**config.mk**
```make
export PLATFORM = sky130hd
export DESIGN_NAME = scroll_scaler_remainder_carry_core
export DESIGN_NICKNAME = d
export VERILOG_FILES = /design/src/hw/rtl/ssrc_pkg.sv /design/src/hw/rtl/ssrc_front.sv /design/src/hw/rtl/ssrc_queue.sv /design/src/hw/rtl/ssrc_divider.sv /design/src/hw/rtl/ssrc_back.sv /design/src/hw/rtl/scroll_scaler_remainder_carry_core.sv
export SDC_FILE = /design/constraint.sdc
export NUM_CORES = 1
export LEC_CHECK = 0
export ABC_AREA = 0
export CAP_MARGIN = 20
export CORE_MARGIN = 4
export CORE_UTILIZATION = 45
export CTS_CLUSTER_DIAMETER = 100
export DETAILED_ROUTE_END_ITERATION = 7
export DONT_BUFFER_PORTS = 1
export GPL_ROUTABILITY_DRIVEN = 0
export SLEW_MARGIN = 10
export SYNTH_ARGS = -nofsm -noshare
export SYNTH_HDL_FRONTEND = slang
export SYNTH_SLANG_ARGS = --single-unit
```
**constraint.sdc**
```tcl
create_clock -name i_clk -period 16.3 [get_ports i_clk]
set_clock_uncertainty 0.15 [all_clocks]
set_input_delay 3.26 -clock i_clk [delete_from_list [all_inputs] [get_ports i_clk]]
set_output_delay 3.26 -clock i_clk [all_outputs]
set_load 0.05 [all_outputs]
```
**src/hw/rtl/ssrc_pkg.sv**
```systemverilog
package ssrc_pkg;

    // Defaults for the top-level parameters.
    localparam int MAX_CODES_DEF     = 4;
    localparam int SPEED_DEFAULT_DEF = 100;
    localparam int SPEED_MIN_DEF     = 10;
    localparam int SPEED_MAX_DEF     = 400;

    localparam int INT16_MAX = 32767;

    localparam int TYPE_W    = 8;
    localparam int CODE_W    = 16;
    localparam int VALUE_W   = 32;
    localparam int NARROW_W  = 16;
    localparam int DVS_W     = 16;
    localparam int CNT_USE_W = 3;
    localparam int CFG_IDX_W = 3;
    localparam int CFG_DAT_W = 16;
    localparam int IN_DATA_W = TYPE_W + CODE_W + VALUE_W;

    localparam int QUEUE_DEPTH = 2;

    // Reset values of the configuration registers.
    localparam logic [TYPE_W-1:0]    MATCH_TYPE_RST = 8'd2;
    localparam logic [CNT_USE_W-1:0] CODES_USE_RST  = 3'd1;
    localparam logic [NARROW_W-1:0]  MULT_RST       = 16'd1;
    localparam logic [DVS_W-1:0]     BASE_DIV_RST   = 16'd16;

    typedef enum logic [CFG_IDX_W-1:0] {
        CFG_MATCH_TYPE = 3'd0,
        CFG_CODE_LIST  = 3'd1,
        CFG_CODES_USE  = 3'd2,
        CFG_MULTIPLIER = 3'd3,
        CFG_BASE_DIV   = 3'd4,
        CFG_SPEED      = 3'd5,
        CFG_CARRY_EN   = 3'd6
    } t_cfg_idx;

    typedef enum logic [1:0] {
        ST_IDLE,
        ST_DIV_SPEED,
        ST_DIV_VALUE,
        ST_SEND
    } t_back_state;

    // One queued word: scaled items carry the wrapped 16-bit product in the low bits.
    typedef struct packed {
        logic               scaled;
        logic [VALUE_W-1:0] value;
    } t_item;

    typedef struct packed {
        logic [TYPE_W-1:0]    match_type;
        logic [CNT_USE_W-1:0] codes_in_use;
        logic [NARROW_W-1:0]  multiplier;
    } t_front_cfg;

    typedef struct packed {
        logic [DVS_W-1:0] base_divisor;
        logic [DVS_W-1:0] speed_percent;
        logic             carry_en;
    } t_back_cfg;

endpackage

```
**src/hw/rtl/ssrc_front.sv**
```systemverilog
module ssrc_front #(
    parameter int P_MAX_CODES = ssrc_pkg::MAX_CODES_DEF
) (
    input  logic                                   i_clk,
    input  logic                                   i_rst_n,
    input  logic                                   i_valid,
    input  logic [ssrc_pkg::IN_DATA_W-1:0]         i_data,
    output logic                                   o_ready,
    input  ssrc_pkg::t_front_cfg                   i_cfg,
    input  logic [P_MAX_CODES-1:0][ssrc_pkg::CODE_W-1:0] i_codes,
    input  logic                                   i_q_full,
    output logic                                   o_push,
    output ssrc_pkg::t_item                        o_item
);

    logic [ssrc_pkg::TYPE_W-1:0]  w_type;
    logic [ssrc_pkg::CODE_W-1:0]  w_code;
    logic [ssrc_pkg::VALUE_W-1:0] w_value;
    logic [ssrc_pkg::VALUE_W-1:0] w_prod;
    logic                         w_code_hit;
    logic                         w_hit;

    assign w_type  = i_data[ssrc_pkg::TYPE_W-1:0];
    assign w_code  = i_data[ssrc_pkg::TYPE_W+ssrc_pkg::CODE_W-1:ssrc_pkg::TYPE_W];
    assign w_value = i_data[ssrc_pkg::IN_DATA_W-1:ssrc_pkg::TYPE_W+ssrc_pkg::CODE_W];

    always_comb begin
        w_code_hit = 1'b0;
        for (int i = 0; i < P_MAX_CODES; i++) begin
            if ((i < int'(i_cfg.codes_in_use)) && (i_codes[i] == w_code)) begin
                w_code_hit = 1'b1;
            end
        end
    end

    assign w_hit = w_code_hit && (w_type == i_cfg.match_type);

    // Only the low 16 bits of the product survive, so a 16x16 multiply is enough.
    assign w_prod = ssrc_pkg::VALUE_W'(w_value[ssrc_pkg::NARROW_W-1:0])
                  * ssrc_pkg::VALUE_W'(i_cfg.multiplier);

    assign o_ready       = !i_q_full;
    assign o_push        = i_valid && !i_q_full;
    assign o_item.scaled = w_hit;
    assign o_item.value  = w_hit ? {{(ssrc_pkg::VALUE_W-ssrc_pkg::NARROW_W){1'b0}},
                                    w_prod[ssrc_pkg::NARROW_W-1:0]}
                                 : w_value;

    // A push can only happen when the queue has room.
    a_push_room: assert property (@(posedge i_clk) disable iff (!i_rst_n)
        o_push |-> o_ready)
        else $error("front pushed into a full queue");

endmodule

```
**src/hw/rtl/ssrc_queue.sv**
```systemverilog
module ssrc_queue (
    input  logic            i_clk,
    input  logic            i_rst_n,
    input  logic            i_push,
    input  ssrc_pkg::t_item i_item,
    output logic            o_full,
    input  logic            i_pop,
    output logic            o_valid,
    output ssrc_pkg::t_item o_head
);

    localparam int PTR_W = $clog2(ssrc_pkg::QUEUE_DEPTH);
    localparam int CNT_W = $clog2(ssrc_pkg::QUEUE_DEPTH + 1);

    ssrc_pkg::t_item r_mem [ssrc_pkg::QUEUE_DEPTH];
    logic [PTR_W-1:0] r_wr;
    logic [PTR_W-1:0] r_rd;
    logic [CNT_W-1:0] r_cnt;
    logic             w_push;
    logic             w_pop;

    assign o_full  = (r_cnt == CNT_W'(ssrc_pkg::QUEUE_DEPTH));
    assign o_valid = (r_cnt != '0);
    assign o_head  = r_mem[r_rd];
    assign w_push  = i_push && !o_full;
    assign w_pop   = i_pop && o_valid;

    always_ff @(posedge i_clk) begin
        if (!i_rst_n) begin
            r_wr  <= '0;
            r_rd  <= '0;
            r_cnt <= '0;
        end else begin
            if (w_push) begin
                r_wr <= (r_wr == PTR_W'(ssrc_pkg::QUEUE_DEPTH - 1)) ? '0 : r_wr + 1'b1;
            end
            if (w_pop) begin
                r_rd <= (r_rd == PTR_W'(ssrc_pkg::QUEUE_DEPTH - 1)) ? '0 : r_rd + 1'b1;
            end
            case ({w_push, w_pop})
                2'b10:   r_cnt <= r_cnt + 1'b1;
                2'b01:   r_cnt <= r_cnt - 1'b1;
                default: r_cnt <= r_cnt;
            endcase
        end
    end

    always_ff @(posedge i_clk) begin
        if (w_push) begin
            r_mem[r_wr] <= i_item;
        end
    end

endmodule

```
**src/hw/rtl/ssrc_divider.sv**
```systemverilog
module ssrc_divider #(
    parameter int P_DVD_W = 23
) (
    input  logic                       i_clk,
    input  logic                       i_rst_n,
    input  logic                       i_start,
    input  logic [P_DVD_W-1:0]         i_dividend,
    input  logic [ssrc_pkg::DVS_W-1:0] i_divisor,
    output logic                       o_done,
    output logic [P_DVD_W-1:0]         o_quot,
    output logic [ssrc_pkg::DVS_W-1:0] o_rem
);

    localparam int CNT_W = $clog2(P_DVD_W + 1);
    localparam int DW    = ssrc_pkg::DVS_W;

    logic             r_busy;
    logic             r_done;
    logic [CNT_W-1:0] r_cnt;
    logic [P_DVD_W-1:0] r_quot;
    logic [DW-1:0]    r_rem;
    logic [DW-1:0]    r_dvs;
    logic [DW:0]      w_trial;
    logic [DW:0]      w_diff;
    logic             w_fit;

    // Restoring division, one quotient bit per cycle, MSB first.
    assign w_trial = {r_rem, r_quot[P_DVD_W-1]};
    assign w_diff  = w_trial - {1'b0, r_dvs};
    assign w_fit   = (w_trial >= {1'b0, r_dvs});

    always_ff @(posedge i_clk) begin
        if (!i_rst_n) begin
            r_busy <= 1'b0;
            r_done <= 1'b0;
            r_cnt  <= '0;
        end else begin
            r_done <= 1'b0;
            if (i_start) begin
                r_busy <= 1'b1;
                r_cnt  <= CNT_W'(P_DVD_W);
            end else if (r_busy) begin
                r_cnt <= r_cnt - 1'b1;
                if (r_cnt == CNT_W'(1)) begin
                    r_busy <= 1'b0;
                    r_done <= 1'b1;
                end
            end
        end
    end

    always_ff @(posedge i_clk) begin
        if (i_start) begin
            r_quot <= i_dividend;
            r_rem  <= '0;
            r_dvs  <= i_divisor;
        end else if (r_busy) begin
            r_quot <= {r_quot[P_DVD_W-2:0], w_fit};
            r_rem  <= w_fit ? w_diff[DW-1:0] : w_trial[DW-1:0];
        end
    end

    assign o_done = r_done;
    assign o_quot = r_quot;
    assign o_rem  = r_rem;

endmodule

```
**src/hw/rtl/ssrc_back.sv**
```systemverilog
module ssrc_back #(
    parameter int P_DVD_W         = 23,
    parameter int P_SPEED_DEFAULT = ssrc_pkg::SPEED_DEFAULT_DEF
) (
    input  logic                         i_clk,
    input  logic                         i_rst_n,
    input  ssrc_pkg::t_back_cfg          i_cfg,
    input  logic                         i_q_valid,
    input  ssrc_pkg::t_item              i_q_head,
    output logic                         o_q_pop,
    output logic                         o_valid,
    input  logic                         i_ready,
    output logic [ssrc_pkg::VALUE_W-1:0] o_value,
    output logic                         o_scaled
);

    localparam int NW = ssrc_pkg::NARROW_W;
    localparam int MW = NW + 1;
    localparam int DW = ssrc_pkg::DVS_W;

    ssrc_pkg::t_back_state r_state;
    ssrc_pkg::t_back_state n_state;

    logic [NW-1:0]  r_rem;
    logic [NW-1:0]  r_sum;
    logic [MW-1:0]  r_res;
    logic           r_out_valid;
    logic [ssrc_pkg::VALUE_W-1:0] r_out_value;
    logic           r_out_scaled;

    logic               w_slot_free;
    logic               w_start;
    logic [P_DVD_W-1:0] w_dividend;
    logic [DW-1:0]      w_divisor;
    logic               w_div_done;
    logic [P_DVD_W-1:0] w_quot;
    logic [DW-1:0]      w_rem;
    logic [DW-1:0]      w_live_div;
    logic [MW-1:0]      w_sext;
    logic [MW-1:0]      w_mag;
    logic [NW-1:0]      w_sum;
    logic               w_load_pass;
    logic               w_load_res;

    ssrc_divider #(
        .P_DVD_W (P_DVD_W)
    ) u_div (
        .i_clk      (i_clk),
        .i_rst_n    (i_rst_n),
        .i_start    (w_start),
        .i_dividend (w_dividend),
        .i_divisor  (w_divisor),
        .o_done     (w_div_done),
        .o_quot     (w_quot),
        .o_rem      (w_rem)
    );

    assign w_slot_free = !r_out_valid || i_ready;
    assign w_sum = i_q_head.value[NW-1:0] + (i_cfg.carry_en ? r_rem : '0);

    // Magnitude of the signed 16-bit sum; the most negative value needs the extra bit.
    assign w_sext = {r_sum[NW-1], r_sum};
    assign w_mag  = r_sum[NW-1] ? (MW'(0) - w_sext) : w_sext;

    always_comb begin
        if (w_quot == '0) begin
            w_live_div = DW'(1);
        end else if (w_quot > P_DVD_W'(ssrc_pkg::INT16_MAX)) begin
            w_live_div = DW'(ssrc_pkg::INT16_MAX);
        end else begin
            w_live_div = w_quot[DW-1:0];
        end
    end

    always_comb begin
        n_state = r_state;
        case (r_state)
            ssrc_pkg::ST_IDLE: begin
                if (i_q_valid && i_q_head.scaled) begin
                    n_state = ssrc_pkg::ST_DIV_SPEED;
                end
            end
            ssrc_pkg::ST_DIV_SPEED: begin
                if (w_div_done) begin
                    n_state = ssrc_pkg::ST_DIV_VALUE;
                end
            end
            ssrc_pkg::ST_DIV_VALUE: begin
                if (w_div_done) begin
                    n_state = ssrc_pkg::ST_SEND;
                end
            end
            ssrc_pkg::ST_SEND: begin
                if (w_slot_free) begin
                    n_state = ssrc_pkg::ST_IDLE;
                end
            end
            default: n_state = ssrc_pkg::ST_IDLE;
        endcase
    end

    always_comb begin
        o_q_pop     = 1'b0;
        w_start     = 1'b0;
        w_load_pass = 1'b0;
        w_load_res  = 1'b0;
        w_dividend  = P_DVD_W'(i_cfg.base_divisor) * P_DVD_W'(P_SPEED_DEFAULT);
        w_divisor   = (i_cfg.speed_percent == '0) ? DW'(1) : i_cfg.speed_percent;
        case (r_state)
            ssrc_pkg::ST_IDLE: begin
                if (i_q_valid) begin
                    if (i_q_head.scaled) begin
                        o_q_pop = 1'b1;
                        w_start = 1'b1;
                    end else if (w_slot_free) begin
                        o_q_pop     = 1'b1;
                        w_load_pass = 1'b1;
                    end
                end
            end
            ssrc_pkg::ST_DIV_SPEED: begin
                if (w_div_done) begin
                    w_start    = 1'b1;
                    w_dividend = P_DVD_W'(w_mag);
                    w_divisor  = w_live_div;
                end
            end
            ssrc_pkg::ST_SEND: begin
                w_load_res = w_slot_free;
            end
            default: ;
        endcase
    end

    always_ff @(posedge i_clk) begin
        if (!i_rst_n) begin
            r_state     <= ssrc_pkg::ST_IDLE;
            r_rem       <= '0;
            r_out_valid <= 1'b0;
        end else begin
            r_state <= n_state;
            // Truncation toward zero leaves a remainder with the sign of the dividend.
            if (r_state == ssrc_pkg::ST_DIV_VALUE && w_div_done && i_cfg.carry_en) begin
                r_rem <= r_sum[NW-1] ? (NW'(0) - w_rem) : w_rem;
            end
            if (w_load_pass || w_load_res) begin
                r_out_valid <= 1'b1;
            end else if (i_ready) begin
                r_out_valid <= 1'b0;
            end
        end
    end

    always_ff @(posedge i_clk) begin
        if (o_q_pop && i_q_head.scaled) begin
            r_sum <= w_sum;
        end
        if (r_state == ssrc_pkg::ST_DIV_VALUE && w_div_done) begin
            r_res <= r_sum[NW-1] ? (MW'(0) - w_quot[MW-1:0]) : w_quot[MW-1:0];
        end
        if (w_load_pass) begin
            r_out_value  <= i_q_head.value;
            r_out_scaled <= 1'b0;
        end else if (w_load_res) begin
            r_out_value  <= {{(ssrc_pkg::VALUE_W-MW){r_res[MW-1]}}, r_res};
            r_out_scaled <= 1'b1;
        end
    end

    assign o_valid  = r_out_valid;
    assign o_value  = r_out_value;
    assign o_scaled = r_out_scaled;

    a_done_in_div: assert property (@(posedge i_clk) disable iff (!i_rst_n)
        w_div_done |-> (r_state == ssrc_pkg::ST_DIV_SPEED
                        || r_state == ssrc_pkg::ST_DIV_VALUE))
        else $error("divider finished outside a divide state");

    a_live_div_range: assert property (@(posedge i_clk) disable iff (!i_rst_n)
        (r_state == ssrc_pkg::ST_DIV_SPEED && w_div_done)
        |-> (w_live_div != '0 && !w_live_div[DW-1]))
        else $error("live divisor outside 1..32767");

    a_done_pulse: assert property (@(posedge i_clk) disable iff (!i_rst_n)
        w_div_done |=> !w_div_done)
        else $error("divider done held for more than one cycle");

    a_rem_kept: assert property (@(posedge i_clk) disable iff (!i_rst_n)
        !i_cfg.carry_en |=> $stable(r_rem))
        else $error("remainder changed while carry is disabled");

endmodule

```
**src/hw/rtl/scroll_scaler_remainder_carry_core.sv**
```systemverilog
// Event scaler with remainder carry.
//
// Input events arrive on the s_axis channel, one word per event, and each
// event gives exactly one result word on the m_axis channel, in order.
// Events whose type equals the configured type and whose code matches one
// of the active code entries are scaled: the value times the multiplier,
// wrapped to 16 bits, plus the carried remainder, divided toward zero by
// the live divisor base_divisor * SPEED_DEFAULT / speed_percent (clamped to
// 1..32767). m_axis_tuser is high for scaled results.
// A pass-through event is written into the queue and then into the output
// register before it reaches m_axis. A scaled event waits on the bit-serial
// divider, which runs twice per event, first for the live divisor and then
// for the value.
// A two-word queue sits between the classifier and the divider, so new
// events are accepted while one is being divided or a result waits.
// Configuration is written through i_cfg_we/i_cfg_index/i_cfg_data; the
// user must write it only while the block is idle; this is not enforced.
// Code list writes fill entries at a wrapping pointer. Synchronous reset
// restores the control state and clears the remainder. When m_axis_tready
// stays low the result is held, the queue fills and s_axis_tready drops.
module scroll_scaler_remainder_carry_core #(
    parameter int P_MAX_CODES     = ssrc_pkg::MAX_CODES_DEF,
    parameter int P_SPEED_DEFAULT = ssrc_pkg::SPEED_DEFAULT_DEF,
    parameter int P_SPEED_MIN     = ssrc_pkg::SPEED_MIN_DEF,
    parameter int P_SPEED_MAX     = ssrc_pkg::SPEED_MAX_DEF
) (
    input  logic                             i_clk,
    input  logic                             i_rst_n,
    input  logic                             s_axis_tvalid,
    output logic                             s_axis_tready,
    // event_type [7:0], event_code [23:8], event_value [55:24]
    input  logic [ssrc_pkg::IN_DATA_W-1:0]   s_axis_tdata,
    output logic                             m_axis_tvalid,
    input  logic                             m_axis_tready,
    // out_value [31:0]
    output logic [ssrc_pkg::VALUE_W-1:0]     m_axis_tdata,
    // was_scaled [0]
    output logic                             m_axis_tuser,
    input  logic                             i_cfg_we,
    input  logic [ssrc_pkg::CFG_IDX_W-1:0]   i_cfg_index,
    input  logic [ssrc_pkg::CFG_DAT_W-1:0]   i_cfg_data
);

    localparam int DVD_W = ssrc_pkg::DVS_W + $clog2(P_SPEED_DEFAULT + 1);
    localparam int WP_W  = (P_MAX_CODES > 1) ? $clog2(P_MAX_CODES) : 1;
    localparam int DW    = ssrc_pkg::DVS_W;

    logic [ssrc_pkg::TYPE_W-1:0]             r_match_type;
    logic [P_MAX_CODES-1:0][ssrc_pkg::CODE_W-1:0] r_codes;
    logic [WP_W-1:0]                         r_wptr;
    logic [ssrc_pkg::CNT_USE_W-1:0]          r_codes_use;
    logic [ssrc_pkg::NARROW_W-1:0]           r_mult;
    logic [DW-1:0]                           r_base;
    logic [DW-1:0]                           r_speed;
    logic                                    r_carry_en;
    logic [DW-1:0]                           w_speed_clamped;

    ssrc_pkg::t_front_cfg w_front_cfg;
    ssrc_pkg::t_back_cfg  w_back_cfg;
    ssrc_pkg::t_item      w_push_item;
    ssrc_pkg::t_item      w_head;
    logic                 w_push;
    logic                 w_full;
    logic                 w_q_valid;
    logic                 w_pop;

    always_comb begin
        if (i_cfg_data < DW'(P_SPEED_MIN)) begin
            w_speed_clamped = DW'(P_SPEED_MIN);
        end else if (i_cfg_data > DW'(P_SPEED_MAX)) begin
            w_speed_clamped = DW'(P_SPEED_MAX);
        end else begin
            w_speed_clamped = i_cfg_data;
        end
    end

    always_ff @(posedge i_clk) begin
        if (!i_rst_n) begin
            r_match_type <= ssrc_pkg::MATCH_TYPE_RST;
            r_codes      <= '0;
            r_wptr       <= '0;
            r_codes_use  <= ssrc_pkg::CODES_USE_RST;
            r_mult       <= ssrc_pkg::MULT_RST;
            r_base       <= ssrc_pkg::BASE_DIV_RST;
            r_speed      <= DW'(P_SPEED_DEFAULT);
            r_carry_en   <= 1'b1;
        end else if (i_cfg_we) begin
            case (i_cfg_index)
                ssrc_pkg::CFG_MATCH_TYPE: r_match_type <= i_cfg_data[ssrc_pkg::TYPE_W-1:0];
                ssrc_pkg::CFG_CODE_LIST: begin
                    r_codes[r_wptr] <= i_cfg_data;
                    r_wptr <= (r_wptr == WP_W'(P_MAX_CODES - 1)) ? '0 : r_wptr + 1'b1;
                end
                ssrc_pkg::CFG_CODES_USE:  r_codes_use <= i_cfg_data[ssrc_pkg::CNT_USE_W-1:0];
                ssrc_pkg::CFG_MULTIPLIER: r_mult      <= i_cfg_data;
                ssrc_pkg::CFG_BASE_DIV:   r_base      <= i_cfg_data;
                ssrc_pkg::CFG_SPEED:      r_speed     <= w_speed_clamped;
                ssrc_pkg::CFG_CARRY_EN:   r_carry_en  <= i_cfg_data[0];
                default: ;
            endcase
        end
    end

    assign w_front_cfg.match_type   = r_match_type;
    assign w_front_cfg.codes_in_use = r_codes_use;
    assign w_front_cfg.multiplier   = r_mult;
    assign w_back_cfg.base_divisor  = r_base;
    assign w_back_cfg.speed_percent = r_speed;
    assign w_back_cfg.carry_en      = r_carry_en;

    ssrc_front #(
        .P_MAX_CODES (P_MAX_CODES)
    ) u_front (
        .i_clk    (i_clk),
        .i_rst_n  (i_rst_n),
        .i_valid  (s_axis_tvalid),
        .i_data   (s_axis_tdata),
        .o_ready  (s_axis_tready),
        .i_cfg    (w_front_cfg),
        .i_codes  (r_codes),
        .i_q_full (w_full),
        .o_push   (w_push),
        .o_item   (w_push_item)
    );

    ssrc_queue u_queue (
        .i_clk   (i_clk),
        .i_rst_n (i_rst_n),
        .i_push  (w_push),
        .i_item  (w_push_item),
        .o_full  (w_full),
        .i_pop   (w_pop),
        .o_valid (w_q_valid),
        .o_head  (w_head)
    );

    ssrc_back #(
        .P_DVD_W         (DVD_W),
        .P_SPEED_DEFAULT (P_SPEED_DEFAULT)
    ) u_back (
        .i_clk     (i_clk),
        .i_rst_n   (i_rst_n),
        .i_cfg     (w_back_cfg),
        .i_q_valid (w_q_valid),
        .i_q_head  (w_head),
        .o_q_pop   (w_pop),
        .o_valid   (m_axis_tvalid),
        .i_ready   (m_axis_tready),
        .o_value   (m_axis_tdata),
        .o_scaled  (m_axis_tuser)
    );

endmodule
```
==> reports/results.txt <==
final setup TNS = 0 ns
Worst Path Required = 16.46 ns
Yosys top cell area share = 0.2285
DRC = 0
Cell variety after synth = 65
diode count = 0
Sink Count = 344
Post-Layout Inst Area = 24110 um2
final hold vios = 0
Clk pwr share = 0.286
Slew Viols, Final = 0
Post-CTS Hold Fix Bufs = 0
HP Class = reg2reg
Area after DPL = 22820 um2
P_sw = 1077 uW
Die Height = 230.8 um
post-synthesis mux area share = 0.03316
max-cap viol count = 0
Most used DFF post-synth = dfxtp_1
Synth area leader = edfxtp_1
DR iter-0 viols = 1065
simple logic cell fraction of the synthesized area = 0.1637
initial core utilization = 0.4554
core area = 49050 um2
# resized after CTS = 0
Seq. cell area = 8589 um2
clk_lat worst skew = 0.56 ns
Post-Synth XOR/XNOR Area = 0.07685
FP Rows = 81
Max-slew headroom = 0.3333
CTS root buf = clkbuf_16
period utilisation layout = 0.4951
post-route antenna net violation count = 0
adder-cell share of the synthesized area = 0.1662
fraction of registers with async set/reset = 0
RR Startpoint = r_mult[3]$_SDFFE_PN0P_
leak pwr = 0.009775 uW
Seq cells post-synth = 344
initial antenna violation count = 0
Critical Path Start = s_axis_tdata[29]
VDD IR max = 78.15 uV
mapped cell area = 22340 um2
syn_area_per_cell = 9.417 um2
postcts setup bufs = 0
type of origin of the critical path = input port
Filler cells = 4670
Final #Nets = 2632
vias in the first global route = 16030
Slew @ Worst Pin = 0.9977 ns
WS Path Type = in2reg
sequential-to-total area share from yosys stat = 0.3845
top cells by area, synth = edfxtp_1, dfxtp_1, fa_1
Layout area overhead = 7.920%
GRT Util Overall = 0.2092
clock buffer depth = 3
largest net degree at the start of global routing = 158
number of clock buffers inserted by TritonCTS = 39
CTS tree = yes
Max Fclk = 123.9 MHz
drt first pass iters = 6
Die X = 230.8 um
Internal Pwr Total = 1962 uW
grt total ovfl = 0
critical path data arrival time = 8.23 ns
I/O pin count = 115
Hold WS = 0.3152 ns
Synth Area in Compound Gates = 0.1207
mean routed wirelength per cell = 18.61 um
run status = complete, no violations
first-pass GRT wire length = 89440 um
hold_sp = r_mult[15]$_SDFFE_PN0P_
vias per cell = 5.363
crit path max fanout = 12
port bufs = 0
EDFF count, synth = 170
Syn Nets = 2693
Multi-input gate area = 12540 um2
largest family of logic cells by synthesized area = adder cells
fin crit period = 8.070 ns
combinational cell fraction of total power = 0.270
RSZ-0062 raised after global routing = false
hpwl dp = 40960 um
Worst-path clk slew = 0.06 ns
DR vias = 16109
Switching Fraction = 0.3543
yosys warns = 0
fraction of layout cells with a size suffix above 1 = 0.04872
Syn Inst Count = 2372
routed wire length = 55900 um
# setup viols final = 0
Die ar. = 53270 um2
Pwr Density = 126.0 nW/um2
Util after Layout = 0.4915
Sequential Power Share = 0.443
Crit. End Element = flop
# H-tree levels = 2
==> cell usage after synthesis, types with 8 or more instances <==
library cell and instances:
a21boi_0 110, a21o_1 16, a21oi_1 78, a31oi_1 13, and2_1 124, and3_1 12, clkbuf_1 112, dfxtp_1 174
edfxtp_1 170, fa_1 93, ha_1 148, inv_1 207, mux2_2 32, mux2i_1 38, nand2_1 423, nand2b_1 13
nand3_1 21, nand4_1 13, nor2_1 90, nor2b_1 17, nor3_1 25, nor4_1 18, o211a_1 12, o21a_1 19
o21ai_0 92, o21bai_1 8, o31ai_1 13, or3_1 14, xnor2_1 118, xor2_1 78
==> state kept, by name, indices dropped and copies added, names as in the netlist, 3 cells and up, named ones only <==
register             cells
r_match_type             8
u_queue.r_mem           66
u_back.u_div.o_quot     23
r_mult                  16
u_back.r_sum            16
u_back.r_rem            16
u_back.u_div.o_rem      16
r_base                  16
r_codes_use              3
u_back.u_div.r_cnt       5
r_codes                 64
u_back.r_res            17
u_back.o_value          32
u_back.u_div.r_dvs      16
r_speed                 16
==> power groups by stage <==
| stage | clock (uW) | sequential, uW | combinational (uW) |
|---|---|---|---|
| floorplan | 0 | 1290 | 679 |
| global placement | 0 | 1360 | 805 |
| detailed placement | 0 | 1370 | 821 |
| CTS | 891 | 1350 | 828 |
| global route | 931 | 1360 | 925 |
| finish | 870 | 1350 | 822 |
==> cells in the final DEF, fill, tap and decap left out, types with 18 or more instances in the layout <==
cell and count:
nand2_1 423, xor2_1 78, fa_1 93, a21boi_0 110
nor3_1 25, clkbuf_16 39, nor4_1 18, mux2i_1 38
dfxtp_1 173, xnor2_1 118, and2_1 124, mux2_2 32
a21oi_1 78, edfxtp_1 170, nor2_1 89, o21a_1 19
inv_1 207, ha_1 148, nand3_1 21, o21ai_0 92
==> path summary, 6_finish.rpt <==
path / slack (ns) / to / cells after the start
hold reg to reg: 0.32 / r_mult[15]$_SDFFE_PN0P_ / 2
setup / recovery: 8.23 / u_queue.r_mem[1][14]$_DFFE_PP_ / 18
hold / removal: 0.32 / r_mult[15]$_SDFFE_PN0P_ / 2
setup reg to reg: 10.33 / u_queue.r_mem[1][14]$_DFFE_PP_ / 17
==> layer usage <==
metal / share of wire / vias to the layer above / GRT usage
met1: 0.45 / 7786 / 0.2855
li1: - / 7791 / -
met4: 0.023 / 0 / 0.05732
met3: 0.063 / 87 / 0.03924
met2: 0.46 / 445 / 0.3429
met5: 0 / - / 0
==> final cells by class <==
type	instances	share of cell area
clock buffer	51	0.04401
timing repair buffer	14	0.004256
clock inverter	19	0.008668
tap	664	0.03446
multi-input combinational	1705	0.5201
sequential	344	0.3563
inverter	207	0.03223
==> worst max-delay path, cell delays in order <==
cell and delay (ns):
and2_1 0.15, fa_1 0.53, inv_1 0.05, fa_1 0.57
fa_1 0.45, fa_1 0.50, inv_1 0.06, fa_1 0.54
inv_1 0.06, fa_1 0.52, inv_1 0.04, ha_1 0.35
and2_1 0.17, a311oi_1 0.20, nand2_1 0.12, o31a_1 0.26
xor2_1 0.14, mux2_2 0.27
==> per-stage QoR <==
step | total power [uW] | setup WS, ns | cells
finish | 3039 | 8.230 | 3004
global route | 3220 | 8.017 | 3004
CTS | 3068 | 8.262 | 3002
detailed placement | 2187 | 7.657 | 2932
global placement | 2167 | 7.666 | 2932
floorplan | 1971 | 7.659 | 2372
==> kinds of logic (layout without fill, tap and decap cells) <==
| family | Yosys count | after routing |
|---|---|---|
| XOR/XNOR | 196 | 196 |
| AND/OR/NAND/NOR | 792 | 792 |
| adder cells (fa/ha/maj) | 241 | 241 |
| flip-flops | 344 | 344 |
| multiplexers | 70 | 70 |
| buffers and inverters | 323 | 291 |
| AO/OA/AOI/OAI | 406 | 406 |
Note: power is estimated with default switching activity, not from simulation.
